[src/hw/rtl/ostt_pkg.sv]
// Shared types and codes for the one-shot timer table.
package ostt_pkg;

	localparam int CMD_W = 2;
	localparam int KIND_W = 3;
	localparam int ID_W = 16;
	localparam int TIME_W = 32;
	localparam int SLOT_W = 3;
	localparam int IN_DATA_W = 48;
	localparam int OUT_DATA_W = 24;

	localparam logic [CMD_W-1:0] CMD_TICK = 2'd0;
	localparam logic [CMD_W-1:0] CMD_SET = 2'd1;
	localparam logic [CMD_W-1:0] CMD_UNSET = 2'd2;
	localparam logic [CMD_W-1:0] CMD_NONE = 2'd3;

	localparam logic [KIND_W-1:0] KIND_SET_OK = 3'd0;
	localparam logic [KIND_W-1:0] KIND_FULL = 3'd1;
	localparam logic [KIND_W-1:0] KIND_UNSET_OK = 3'd2;
	localparam logic [KIND_W-1:0] KIND_NOT_FOUND = 3'd3;
	localparam logic [KIND_W-1:0] KIND_FIRED = 3'd4;
	localparam logic [KIND_W-1:0] KIND_IDLE = 3'd5;

	typedef enum logic [1:0] {
		ST_IDLE,
		ST_READ,
		ST_EVAL,
		ST_FINISH
	} state_t;

	typedef struct packed {
		logic load;
		logic rd;
		logic step;
		logic take;
		logic fin;
	} ctrl_t;

	typedef struct packed {
		logic in_ok;
		logic hit;
		logic last_slot;
		logic is_tick;
		logic need_push;
		logic out_free;
	} stat_t;

endpackage

[src/hw/rtl/ostt_ctrl.sv]
// Controller state machine for the timer table slot scan.
module ostt_ctrl (
	input  logic           clk,
	input  logic           arst_n,
	input  logic           s_tvalid,
	output logic           s_tready,
	input  ostt_pkg::stat_t st,
	output ostt_pkg::ctrl_t ctl
);
	import ostt_pkg::*;

	state_t state_q;
	state_t state_d;
	logic   can_take;

	assign can_take = !st.need_push || st.out_free;

	always_ff @(posedge clk or negedge arst_n) begin
		if (!arst_n) begin
			state_q <= ST_IDLE;
		end else begin
			state_q <= state_d;
		end
	end

	always_comb begin
		state_d = state_q;
		case (state_q)
			ST_IDLE: begin
				if (s_tvalid && st.in_ok) state_d = ST_READ;
			end
			ST_READ: begin
				state_d = ST_EVAL;
			end
			ST_EVAL: begin
				if (st.hit) begin
					if (can_take) begin
						if (!st.is_tick) state_d = ST_IDLE;
						else if (st.last_slot) state_d = ST_FINISH;
						else state_d = ST_READ;
					end
				end else begin
					if (!st.last_slot) state_d = ST_READ;
					else if (st.is_tick) state_d = ST_FINISH;
					else if (st.out_free) state_d = ST_IDLE;
				end
			end
			ST_FINISH: begin
				if (st.out_free) state_d = ST_IDLE;
			end
			default: begin
				state_d = ST_IDLE;
			end
		endcase
	end

	always_comb begin
		ctl = '0;
		s_tready = 1'b0;
		case (state_q)
			ST_IDLE: begin
				s_tready = 1'b1;
				ctl.load = s_tvalid;
			end
			ST_READ: begin
				ctl.rd = 1'b1;
			end
			ST_EVAL: begin
				if (st.hit) begin
					if (can_take) begin
						ctl.take = 1'b1;
						ctl.step = st.is_tick && !st.last_slot;
					end
				end else begin
					if (!st.last_slot) ctl.step = 1'b1;
					else if (!st.is_tick) ctl.fin = st.out_free;
				end
			end
			ST_FINISH: begin
				ctl.fin = st.out_free;
			end
			default: begin
				ctl = '0;
			end
		endcase
	end

endmodule

[src/hw/rtl/ostt_dp.sv]
// Datapath of the timer table: slot memories, counter, scan index and result register.
module ostt_dp #(
	parameter int SLOT_COUNT = 8,
	parameter int IDX_W = 3
) (
	input  logic                                 clk,
	input  logic                                 arst_n,
	input  ostt_pkg::ctrl_t                      ctl,
	output ostt_pkg::stat_t                      st,
	input  logic [ostt_pkg::IN_DATA_W-1:0]       s_tdata,
	input  logic [ostt_pkg::CMD_W-1:0]           s_tuser,
	output logic                                 m_tvalid,
	input  logic                                 m_tready,
	output logic [ostt_pkg::OUT_DATA_W-1:0]      m_tdata,
	output logic [ostt_pkg::KIND_W-1:0]          m_tuser,
	output logic                                 m_tlast
);
	import ostt_pkg::*;

	logic [ID_W-1:0]   owner_mem [SLOT_COUNT];
	logic [TIME_W-1:0] dl_mem [SLOT_COUNT];
	logic [SLOT_COUNT-1:0] valid_q;

	logic [TIME_W-1:0] time_q;
	logic [CMD_W-1:0]  cmd_q;
	logic [ID_W-1:0]   id_q;
	logic [TIME_W-1:0] dly_q;
	logic [IDX_W-1:0]  idx_q;

	logic              rd_valid_q;
	logic [ID_W-1:0]   rd_owner_q;
	logic [TIME_W-1:0] rd_dl_q;

	logic              pend_q;
	logic [ID_W-1:0]   pend_owner_q;
	logic [SLOT_W-1:0] pend_slot_q;

	logic              out_valid_q;
	logic [KIND_W-1:0] out_kind_q;
	logic [ID_W-1:0]   out_handler_q;
	logic [SLOT_W-1:0] out_slot_q;
	logic              out_last_q;

	logic [ID_W-1:0]   eff_owner;
	logic [SLOT_W-1:0] cur_slot;
	logic              push;
	logic [KIND_W-1:0] res_kind;
	logic [ID_W-1:0]   res_handler;
	logic [SLOT_W-1:0] res_slot;
	logic              res_last;

	assign eff_owner = rd_valid_q ? rd_owner_q : '0;
	assign cur_slot = SLOT_W'(idx_q);

	always_comb begin
		st.in_ok = (s_tuser != CMD_NONE);
		st.is_tick = (cmd_q == CMD_TICK);
		st.last_slot = (idx_q == IDX_W'(SLOT_COUNT - 1));
		st.need_push = (cmd_q != CMD_TICK) || pend_q;
		st.out_free = !out_valid_q || m_tready;
		case (cmd_q)
			CMD_TICK: st.hit = rd_valid_q && (rd_dl_q <= time_q);
			CMD_SET: st.hit = !rd_valid_q;
			CMD_UNSET: st.hit = (eff_owner == id_q);
			default: st.hit = 1'b0;
		endcase
	end

	assign push = (ctl.take && ((cmd_q != CMD_TICK) || pend_q)) || ctl.fin;

	always_comb begin
		res_kind = KIND_IDLE;
		res_handler = '0;
		res_slot = '0;
		res_last = 1'b1;
		if (ctl.take) begin
			case (cmd_q)
				CMD_SET: begin
					res_kind = KIND_SET_OK;
					res_slot = cur_slot;
				end
				CMD_UNSET: begin
					res_kind = KIND_UNSET_OK;
					res_slot = cur_slot;
				end
				default: begin
					res_kind = KIND_FIRED;
					res_handler = pend_owner_q;
					res_slot = pend_slot_q;
					res_last = 1'b0;
				end
			endcase
		end else begin
			case (cmd_q)
				CMD_SET: res_kind = KIND_FULL;
				CMD_UNSET: res_kind = KIND_NOT_FOUND;
				default: begin
					if (pend_q) begin
						res_kind = KIND_FIRED;
						res_handler = pend_owner_q;
						res_slot = pend_slot_q;
					end
				end
			endcase
		end
	end

	always_ff @(posedge clk or negedge arst_n) begin
		if (!arst_n) begin
			time_q <= '0;
			cmd_q <= CMD_NONE;
			idx_q <= '0;
			valid_q <= '0;
			pend_q <= 1'b0;
			out_valid_q <= 1'b0;
		end else begin
			if (ctl.load) begin
				cmd_q <= s_tuser;
				idx_q <= '0;
				pend_q <= 1'b0;
				if (s_tuser == CMD_TICK) time_q <= time_q + TIME_W'(1);
			end
			if (ctl.step) idx_q <= idx_q + IDX_W'(1);
			if (ctl.take) begin
				if (cmd_q == CMD_SET) valid_q[idx_q] <= (id_q != '0);
				else valid_q[idx_q] <= 1'b0;
				if (cmd_q == CMD_TICK) pend_q <= 1'b1;
			end
			if (push) out_valid_q <= 1'b1;
			else if (m_tready) out_valid_q <= 1'b0;
		end
	end

	always_ff @(posedge clk) begin
		if (ctl.load) begin
			id_q <= s_tdata[15:0];
			dly_q <= (s_tdata[47:16] == '0) ? TIME_W'(1) : s_tdata[47:16];
		end
		if (ctl.rd) begin
			rd_valid_q <= valid_q[idx_q];
			rd_owner_q <= owner_mem[idx_q];
			rd_dl_q <= dl_mem[idx_q];
		end
		if (ctl.take && (cmd_q == CMD_SET)) begin
			owner_mem[idx_q] <= id_q;
			dl_mem[idx_q] <= time_q + dly_q;
		end
		if (ctl.take && (cmd_q == CMD_TICK)) begin
			pend_owner_q <= rd_owner_q;
			pend_slot_q <= cur_slot;
		end
		if (push) begin
			out_kind_q <= res_kind;
			out_handler_q <= res_handler;
			out_slot_q <= res_slot;
			out_last_q <= res_last;
		end
	end

	assign m_tvalid = out_valid_q;
	assign m_tuser = out_kind_q;
	assign m_tlast = out_last_q;
	assign m_tdata = {5'd0, out_slot_q, out_handler_q};

endmodule

[src/hw/rtl/one_shot_timer_table_top.sv]
// Flow: a set or unset scans the slots from slot 0 until it stops at slot k or misses all of
// them; a tick scans every slot, then finishes once the output register is free.
// Throughput: one transaction at a time; each slot passes through a memory read state and an
// evaluate state, so the slot scan sets the rate. Results leave through one output register.
// Reset: asynchronous, active low; clears the counter and every slot's armed bit at once.
module one_shot_timer_table_top #(
	parameter int SLOT_COUNT = 8
) (
	input  logic                               clk,
	input  logic                               arst_n,
	input  logic                               s_tvalid,
	output logic                               s_tready,
	input  logic [ostt_pkg::IN_DATA_W-1:0]     s_tdata,  // handler_id[15:0], delay[47:16]
	input  logic [ostt_pkg::CMD_W-1:0]         s_tuser,  // cmd[1:0]
	output logic                               m_tvalid,
	input  logic                               m_tready,
	output logic [ostt_pkg::OUT_DATA_W-1:0]    m_tdata,  // fired_handler[15:0], slot_index[18:16]
	output logic [ostt_pkg::KIND_W-1:0]        m_tuser,  // kind[2:0]
	output logic                               m_tlast
);
	import ostt_pkg::*;

	localparam int IDX_W = (SLOT_COUNT > 1) ? $clog2(SLOT_COUNT) : 1;

	ctrl_t ctl;
	stat_t st;

	ostt_ctrl u_ctrl (
		.clk      (clk),
		.arst_n   (arst_n),
		.s_tvalid (s_tvalid),
		.s_tready (s_tready),
		.st       (st),
		.ctl      (ctl)
	);

	ostt_dp #(
		.SLOT_COUNT (SLOT_COUNT),
		.IDX_W      (IDX_W)
	) u_dp (
		.clk      (clk),
		.arst_n   (arst_n),
		.ctl      (ctl),
		.st       (st),
		.s_tdata  (s_tdata),
		.s_tuser  (s_tuser),
		.m_tvalid (m_tvalid),
		.m_tready (m_tready),
		.m_tdata  (m_tdata),
		.m_tuser  (m_tuser),
		.m_tlast  (m_tlast)
	);

endmodule
[config.mk]
export PLATFORM = sky130hd
export DESIGN_NAME = one_shot_timer_table_top
export DESIGN_NICKNAME = d
export VERILOG_FILES = /design/src/hw/rtl/ostt_pkg.sv /design/src/hw/rtl/ostt_ctrl.sv /design/src/hw/rtl/ostt_dp.sv /design/src/hw/rtl/one_shot_timer_table_top.sv
export SDC_FILE = /design/constraint.sdc
export NUM_CORES = 1
export LEC_CHECK = 0
export ABC_AREA = 1
export BUFFER_PORTS_ARGS = -buffer_cell sky130_fd_sc_hd__buf_4
export CAP_MARGIN = 20
export CORE_ASPECT_RATIO = 1.75
export CORE_UTILIZATION = 33
export CTS_CLUSTER_DIAMETER = 60
export CTS_CLUSTER_SIZE = 8
export DETAILED_ROUTE_END_ITERATION = 10
export GPL_ROUTABILITY_DRIVEN = 0
export GPL_TIMING_DRIVEN = 0
export PLACE_DENSITY = 0.54
export SLEW_MARGIN = 20
export SYNTH_ARGS = -nofsm -noshare
export SYNTH_HDL_FRONTEND = slang
export SYNTH_SLANG_ARGS = --single-unit
[constraint.sdc]
create_clock -name clk -period 5.5 [get_ports clk]
set_input_delay 0.55 -clock clk [delete_from_list [all_inputs] [get_ports clk]]
set_output_delay 0.55 -clock clk [all_outputs]
set_load 0.005 [all_outputs]
* Word level (Yosys, flattened, before mapping)
Memory sizes are Yosys's and may differ from the RTL's. A register that Yosys moved wholly into a read port is not among the register bits.
Cells that the tools add are included.
Widths: inputs -> output; s select.
** Storage, ports and cells
- Register bits :: 140
- Bits in writable memories :: 384
- Input bits :: 54
- Output and inout bits :: 30
- Word-level logic and storage cells :: 113
- Memories kept :: 2
** Operators by class
- Add/subtract/negate cells :: 3
- Order comparisons :: 3
- Equality and inequality tests :: 10
- Multiplexer cells :: 51
- Bitwise operators :: 2
- Reductions and logical operators :: 26
** Memory list
- u_dp.dl_mem :: depth 8, width 32, read ports 1, clocked after Yosys merged registers in 1, wr ports 1, line ostt_dp.sv:21 : logic [TIME_W-1:0] dl_mem [SLOT_COUNT];
- u_dp.owner_mem :: depth 8, width 16, read ports 1, clocked after Yosys merged registers in 1, wr ports 1, line ostt_dp.sv:20 : logic [ID_W-1:0] owner_mem [SLOT_COUNT];
** Operators by type and width (number)
- $mux 16 :: 5
- $add 32x1->32 const B :: 1
- $add 32x32->32 :: 1
- $le 32x32->1 :: 1
- $logic_not 32->1 :: 1
- $mux 3 :: 7
- $mux 1 :: 20
- $mux 2 :: 10
- $eq 16x16->1 :: 1
- $reduce_bool 16->1 :: 1
- $pmux 3 s2 :: 2
- $and 8x8->8 :: 1
- $bwmux 8 :: 1
- $mux 8 :: 1
- $not 8->8 :: 1
- $pmux 2 s4 :: 1
- $logic_and 1x1->1 :: 7
- $eq 2x2->1 const B :: 3
- $logic_not 2->1 :: 3
- $reduce_bool 2->1 :: 3
- $eq 2x1->1 const B :: 2
- $logic_not 1->1 :: 4
- $logic_or 1x1->1 :: 4
- $lt 3x4->1 const B :: 1
- 12 further kinds :: 13

* Logic depth before layout (Yosys ltp)
- Word-level depth :: 10
- Mapped depth :: 23
- Depth with buffers taken out :: 23

* Modules after synthesis
Synthesis repeated with hierarchy kept, for this count alone.
** Second synthesis, totals
- Cell total of the unflattened synthesis :: 1801
- Area, all modules :: 23827.9 um^2
** By module, submodules not included
- ostt_dp :: instances 1, cells an instance 1757, area an instance 23608.9 um^2, sequential area each 16883.7 um^2
- ostt_ctrl :: instances 1, cells an instance 44, area an instance 219.0 um^2, sequential area each 50.0 um^2

* Worst setup path after synthesis
No wires, ideal clock.
- Kind :: reg2reg
- From :: reg u_dp.time_q[3]
- To :: mem u_dp.dl_mem[0][0], enable pin
- Library setup time :: 445 ps
- Arrival time :: 3921 ps
- Required time :: 5055 ps
- Slack :: 1134 ps
- Stages on the path, launching flop included :: 23
- Buffers on the path :: 3
- Period minus slack after synthesis :: 4366 ps
- Path through :: dfrtp_1 -> clkbuf_1 -> inv_1 -> ha_1 -> nand2_1 -> inv_1 -> nand2_1 -> nand2_1 -> nand2_1 -> nand2_1 -> nand2_1 -> nand2_1 -> nand2_1 -> nand2_1 -> nand2_1 -> nand2_1 -> nand2_2 -> nand2_2 -> inv_2 -> nand2_2 -> buf_2 -> buf_6 -> nor3_2
** On the way
- Longest elaborated chain between the ends :: 8
** RTL lines
- start, declared :: line ostt_dp.sv:24 : logic [TIME_W-1:0] time_q;
- start signal, assigned :: line ostt_dp.sv:121 : if (s_tuser == CMD_TICK) time_q <= time_q + TIME_W'(1);
- $le 32x32->1 :: line ostt_dp.sv:62 : CMD_TICK: st.hit = rd_valid_q && (rd_dl_q <= time_q);
- $logic_and 1x1->1 :: line ostt_dp.sv:62
- $pmux 1 s3 :: line ostt_dp.sv:61 : case (cmd_q)
- $mux 1 :: line ostt_ctrl.sv:69 : if (st.hit) begin
- $mux 2 :: line ostt_ctrl.sv:60 : case (state_q)
- $logic_and 1x1->1 :: line ostt_dp.sv:144 : if (ctl.take && (cmd_q == CMD_SET)) begin
- $mux 1 :: line ostt_dp.sv:144
- $mux 1 (not written as such) :: line ostt_dp.sv:146 : dl_mem[idx_q] <= time_q + dly_q;
- end, declared :: line ostt_dp.sv:21
Every way passes these cells.

* Worst setup path after layout
- From :: reg u_dp.rd_dl_q[18] (read register of u_dp.dl_mem)
- To :: mem u_dp.dl_mem[3][25], enable pin
** On the way
- Longest elaborated chain between the ends :: 8
** RTL lines
- start, declared :: line ostt_dp.sv:32 : logic [TIME_W-1:0] rd_dl_q;
- $le 32x32->1 :: line ostt_dp.sv:62
- $logic_and 1x1->1 :: line ostt_dp.sv:62
- $pmux 1 s3 :: line ostt_dp.sv:61
- $mux 1 :: line ostt_ctrl.sv:69
- $mux 2 :: line ostt_ctrl.sv:60
- $logic_and 1x1->1 :: line ostt_dp.sv:144
- $mux 1 :: line ostt_dp.sv:144
- $mux 1 (not written as such) :: line ostt_dp.sv:146
Every way passes these cells.

==> impl_table.tex <==
\begin{tabular}{lr}
\hline
Metric & Value \\
\hline
\multicolumn{2}{l}{\textbf{Route}} \\
Number of DRC markers in iteration 0 & 1108 \\
Count of unresolved DRC violations after routing & 0 \\
Total Routed Length & 67700 um \\
Drt first pass iters & 5 \\
WL/cell & 22.7 um \\
Post-route ant nets & 0 \\
Avg Vias per Cell & 5.17 \\
Routed vias & 15400 \\
\multicolumn{2}{l}{\textbf{STA}} \\
Max-slew violations & 0 \\
Max-slew headroom at the worst pin & 0.262 \\
F\_max & 0.231 GHz \\
Final Hold Vio Count & 0 \\
Setup repair after global routing missed its margin & no \\
Clock skew & 0.0350 ns \\
Crit path time final & 4.33 ns \\
Worst-margin pin slew & 1.11 ns \\
Fin crit share & 0.788 \\
Final Setup Violations & 0 \\
\multicolumn{2}{l}{\textbf{Synthesis}} \\
Area fraction in and, or, nand and nor cells after synthesis & 0.113 \\
Area of the mapped netlist & 24000 um\^{}2 \\
EDFF count, synth & 523 \\
Mux contribution to synthesized area & 0.000835 \\
Number of synthesized register bits & 572 \\
Flip-flop cell with the highest count after synthesis & edfxtp\_1 \\
Share of the synthesized area in compound gates (AO/OA/AOI/OAI) & 0.0785 \\
Post-Synth XOR/XNOR Area & 0.0252 \\
Main combinational cell family by area after synthesis & simple AND/OR/NAND/NOR gates \\
Ys async rst share & 0.0857 \\
Yosys synthesis warning count & 0 \\
Post-Syn Area per Cell & 13.3 um\^{}2 \\
Share of synthesized cell area in full adder, half adder and majority cells & 0.0379 \\
Number of unique standard cell types used by synthesis & 55 \\
Syn Inst Count & 1809 \\
Proportion of synthesized chip area in sequential cells & 0.706 \\
\multicolumn{2}{l}{\textbf{Placement}} \\
Post-placement cell count & 2856 \\
Input/output buffers & 78 \\
Placed wire-length estimate after detailed placement & 48400 um \\
\multicolumn{2}{l}{\textbf{CTS}} \\
Post-cts sizing count & 0 \\
Post-CTS setup-driven buffer insertion count & 0 \\
Cts bufs inserted & 82 \\
Maximum number of buffers from clock root to sink & 3 \\
Insertion delay to the later sink of the worst-skew pair & 0.63 ns \\
CTS sink count & 572 \\
CTS tree & built \\
Count of H-tree levels built during CTS & 3 \\
Post-CTS Hold Fix Bufs & 1 \\
Clock Root Buffer & clkbuf\_16 \\
Clock transition at the registers of the reported paths & 0.05 ns \\
\multicolumn{2}{l}{\textbf{Global route}} \\
Total grt overflow & 0 \\
Number of global-route vias before repair & 15800 \\
Pin count of the biggest net entering global routing & 50 \\
Antenna violations before repair & 0 \\
Global-route wire length before repair & 99500 um \\
GRT Overall Usage & 0.187 \\
\multicolumn{2}{l}{\textbf{Setup path}} \\
Required time of the critical path & 5.81 ns \\
Worst-path fanout max & 12 \\
Worst setup path startpoint & u\_dp.rd\_dl\_q[18]\$\_DFFE\_PN\_ \\
Slowest cell delay on critical path & 0.55 ns \\
Crit-path most repeated cell & nand2\_1 \\
CP Cell Sequence & ha\_1 > nand2\_1 > inv\_1 > nand2\_1 > nand2\_1 > nand2\_1 > nand3\_1 > a21oi\_1 > nand2\_1 > nand2\_1 > nand2\_1 > nand2\_2 > nand2\_2 > inv\_2 > nand2\_2 > buf\_2 > buf\_6 > nor3\_4 > buf\_8 > buf\_8 > buf\_6 > buf\_16 \\
Startpoint class of the critical path & flip-flop \\
Launch point of the worst reg-to-reg path & u\_dp.rd\_dl\_q[18]\$\_DFFE\_PN\_ \\
Data arrival time of the critical path & 4.64 ns \\
Slowest CP cell & edfxtp\_1 \\
Worst setup path class & flip-flop to flip-flop \\
Category of the worst setup path capture point & flip-flop \\
\multicolumn{2}{l}{\textbf{Worst hold path}} \\
Hold Path Class & input pin to flip-flop \\
Hold path startpoint & s\_tdata[15] \\
\multicolumn{2}{l}{\textbf{Layout}} \\
Most frequent standard cell in the layout excluding fill and tap cells & edfxtp\_1 \\
Share of cells above drive strength 1 & 0.129 \\
Antenna diode count & 0 \\
Number of nets in the layout & 2143 \\
Area grow syn2layout & 20.0\% \\
Non-filler cells in the finished layout & 2985 \\
Share of the core filled with cells in the final layout & 0.400 \\
Fill cell total of the finished layout & 6707 \\
Commonest cells after routing, fill and taps aside & edfxtp\_1 (523), nand2\_1 (310), inv\_1 (127) \\
\multicolumn{2}{l}{\textbf{Pwr}} \\
Leakage power total & 0.0105 uW \\
Power per cell area & 495 nW/um\^{}2 \\
Maximum VDD drop & 0.211 mV \\
Final Total Pwr & 14200 uW \\
\multicolumn{2}{l}{\textbf{Die}} \\
Boundary Pins & 84 \\
Width of the die & 206 um \\
Starting density of the core & 0.334 \\
Cell Rows & 130 \\
Vertical die dimension & 359 um \\
Die Area & 73800 um\^{}2 \\
Core Area & 71900 um\^{}2 \\
\multicolumn{2}{l}{\textbf{Job}} \\
Max-Cap Viols & 0 \\
\multicolumn{2}{l}{\textbf{Outcome}} \\
Result of the run & completed \\
\hline
\end{tabular}
## final timing paths
path	endpoint	slack, ns	depth (start not counted)
worst max-delay path	u_dp.dl_mem[3][25]$_DFFE_PP_	1.17	22
worst min-delay path	u_dp.id_q[15]$_DFFE_PP_	0.12	1
worst max register to register	u_dp.dl_mem[3][25]$_DFFE_PP_	1.17	22
worst min register to register	u_dp.pend_owner_q[0]$_DFFE_PP_	0.46	0
max in group asynchronous	u_dp.cur_slot[1]$_DFFE_PN0P_	4.41	2
min in group asynchronous	u_dp.time_q[23]$_DFFE_PN0P_	0.52	2
## area by class of cell
cell class                      count  area, um^2  share of cell area
Clock inverter                      7         101             0.00352
Inverter                          137         517              0.0180
Clock buffer                      121        2240              0.0779
Timing Repair Buffer              120        1200              0.0419
Sequential cell                   572       16900               0.589
Buffer                             94         395              0.0137
Multi-Input combinational cell   1010        6220               0.216
Tap cell                          924        1160              0.0402
## worst max-delay path, delay by kind of cell, from the launching register on
kind	cells	cell delay, ns
and+or+nand+nor	12	1.42
buffers and inverters	8	1.30
AOI/OAI and AO/OA	1	0.36
adders and majority gates	1	0.36
DFF	1	0.55
## logic make-up after synthesis
kind of cell / count (synthesis)
flip-flops: 572
multiplexers: 2
XOR/XNOR: 69
AO/OA/AOI/OAI: 277
buffers and inverters: 231
AND/OR/NAND/NOR: 585
adder cells (fa/ha/maj): 72
other: 1
## power by group
group	internal, uW	total (uW)	leakage [uW]	switching [uW]
Combinational	1040	3500	0.00405	2460
Sequential	5730	6120	0.00534	385
Clock	2830	4630	0.00113	1790
Total	9610	14200	0.0105	4640
## metal layers
layer / GRT usage / wire length, um / vias to the layer above
met4: 0.0876 / 2930 / 0
met5: 0 / 0 / -
met3: 0.0252 / 3220 / 130
met1: 0.204 / 24700 / 7721
li1: - / - / 7071
met2: 0.352 / 36800 / 510
## metrics by stage
stage,setup WS [ns],cell area (um^2),TNS [ns],hold slack [ns]
2_1_floorplan,1.13,24000,0,0.254
3_3_place_gp,-2.02,25700,-656.20,0.454
3_5_place_dp,1.18,26400,0,0.447
4_1_cts,1.14,28800,0,0.0833
5_1_grt,1.00,28800,0,0.0964
6_report,1.17,28800,0,0.118
## sequential cells by signal, summed over array words and instances (netlist names), 3 cells and up
name / flops
u_dp.m_tuser: 3
u_dp.rd_dl_q: 32
u_dp.valid_q: 8
u_dp.owner_mem: 128
u_dp.dl_mem: 256
u_dp.dly_q: 32
u_dp.pend_owner_q: 16
u_dp.cur_slot: 3
u_dp.time_q: 32
u_dp.out_slot_q: 3
u_dp.rd_owner_q: 16
u_dp.out_handler_q: 16
u_dp.pend_slot_q: 3
u_dp.id_q: 16
## Yosys cell counts (3+ instances only)
cell,n,share of area
clkbuf_1,75,0.012
nor4_1,14,0.0037
xnor2_1,15,0.0055
buf_1,4,0.00063
buf_2,7,0.0015
nor3_2,10,0.0042
nor2_1,68,0.011
a221oi_1,44,0.016
a21oi_1,64,0.013
inv_2,7,0.0011
ha_1,71,0.037
nor3_1,30,0.0063
o21ai_0,39,0.0081
buf_4,7,0.0022
nand2_2,3,0.00078
a22oi_1,55,0.017
inv_1,128,0.020
a22o_1,33,0.012
nor2_4,3,0.0014
nand3_2,3,0.0013
xor2_1,54,0.020
o21a_1,3,0.00094
nand4_1,76,0.020
o21ai_1,18,0.0038
edfxtp_1,523,0.65
nand3_1,58,0.012
nand2_1,310,0.049
dfrtp_1,47,0.049
a31oi_1,4,0.0010
Power figures use the tool's default switching activity.
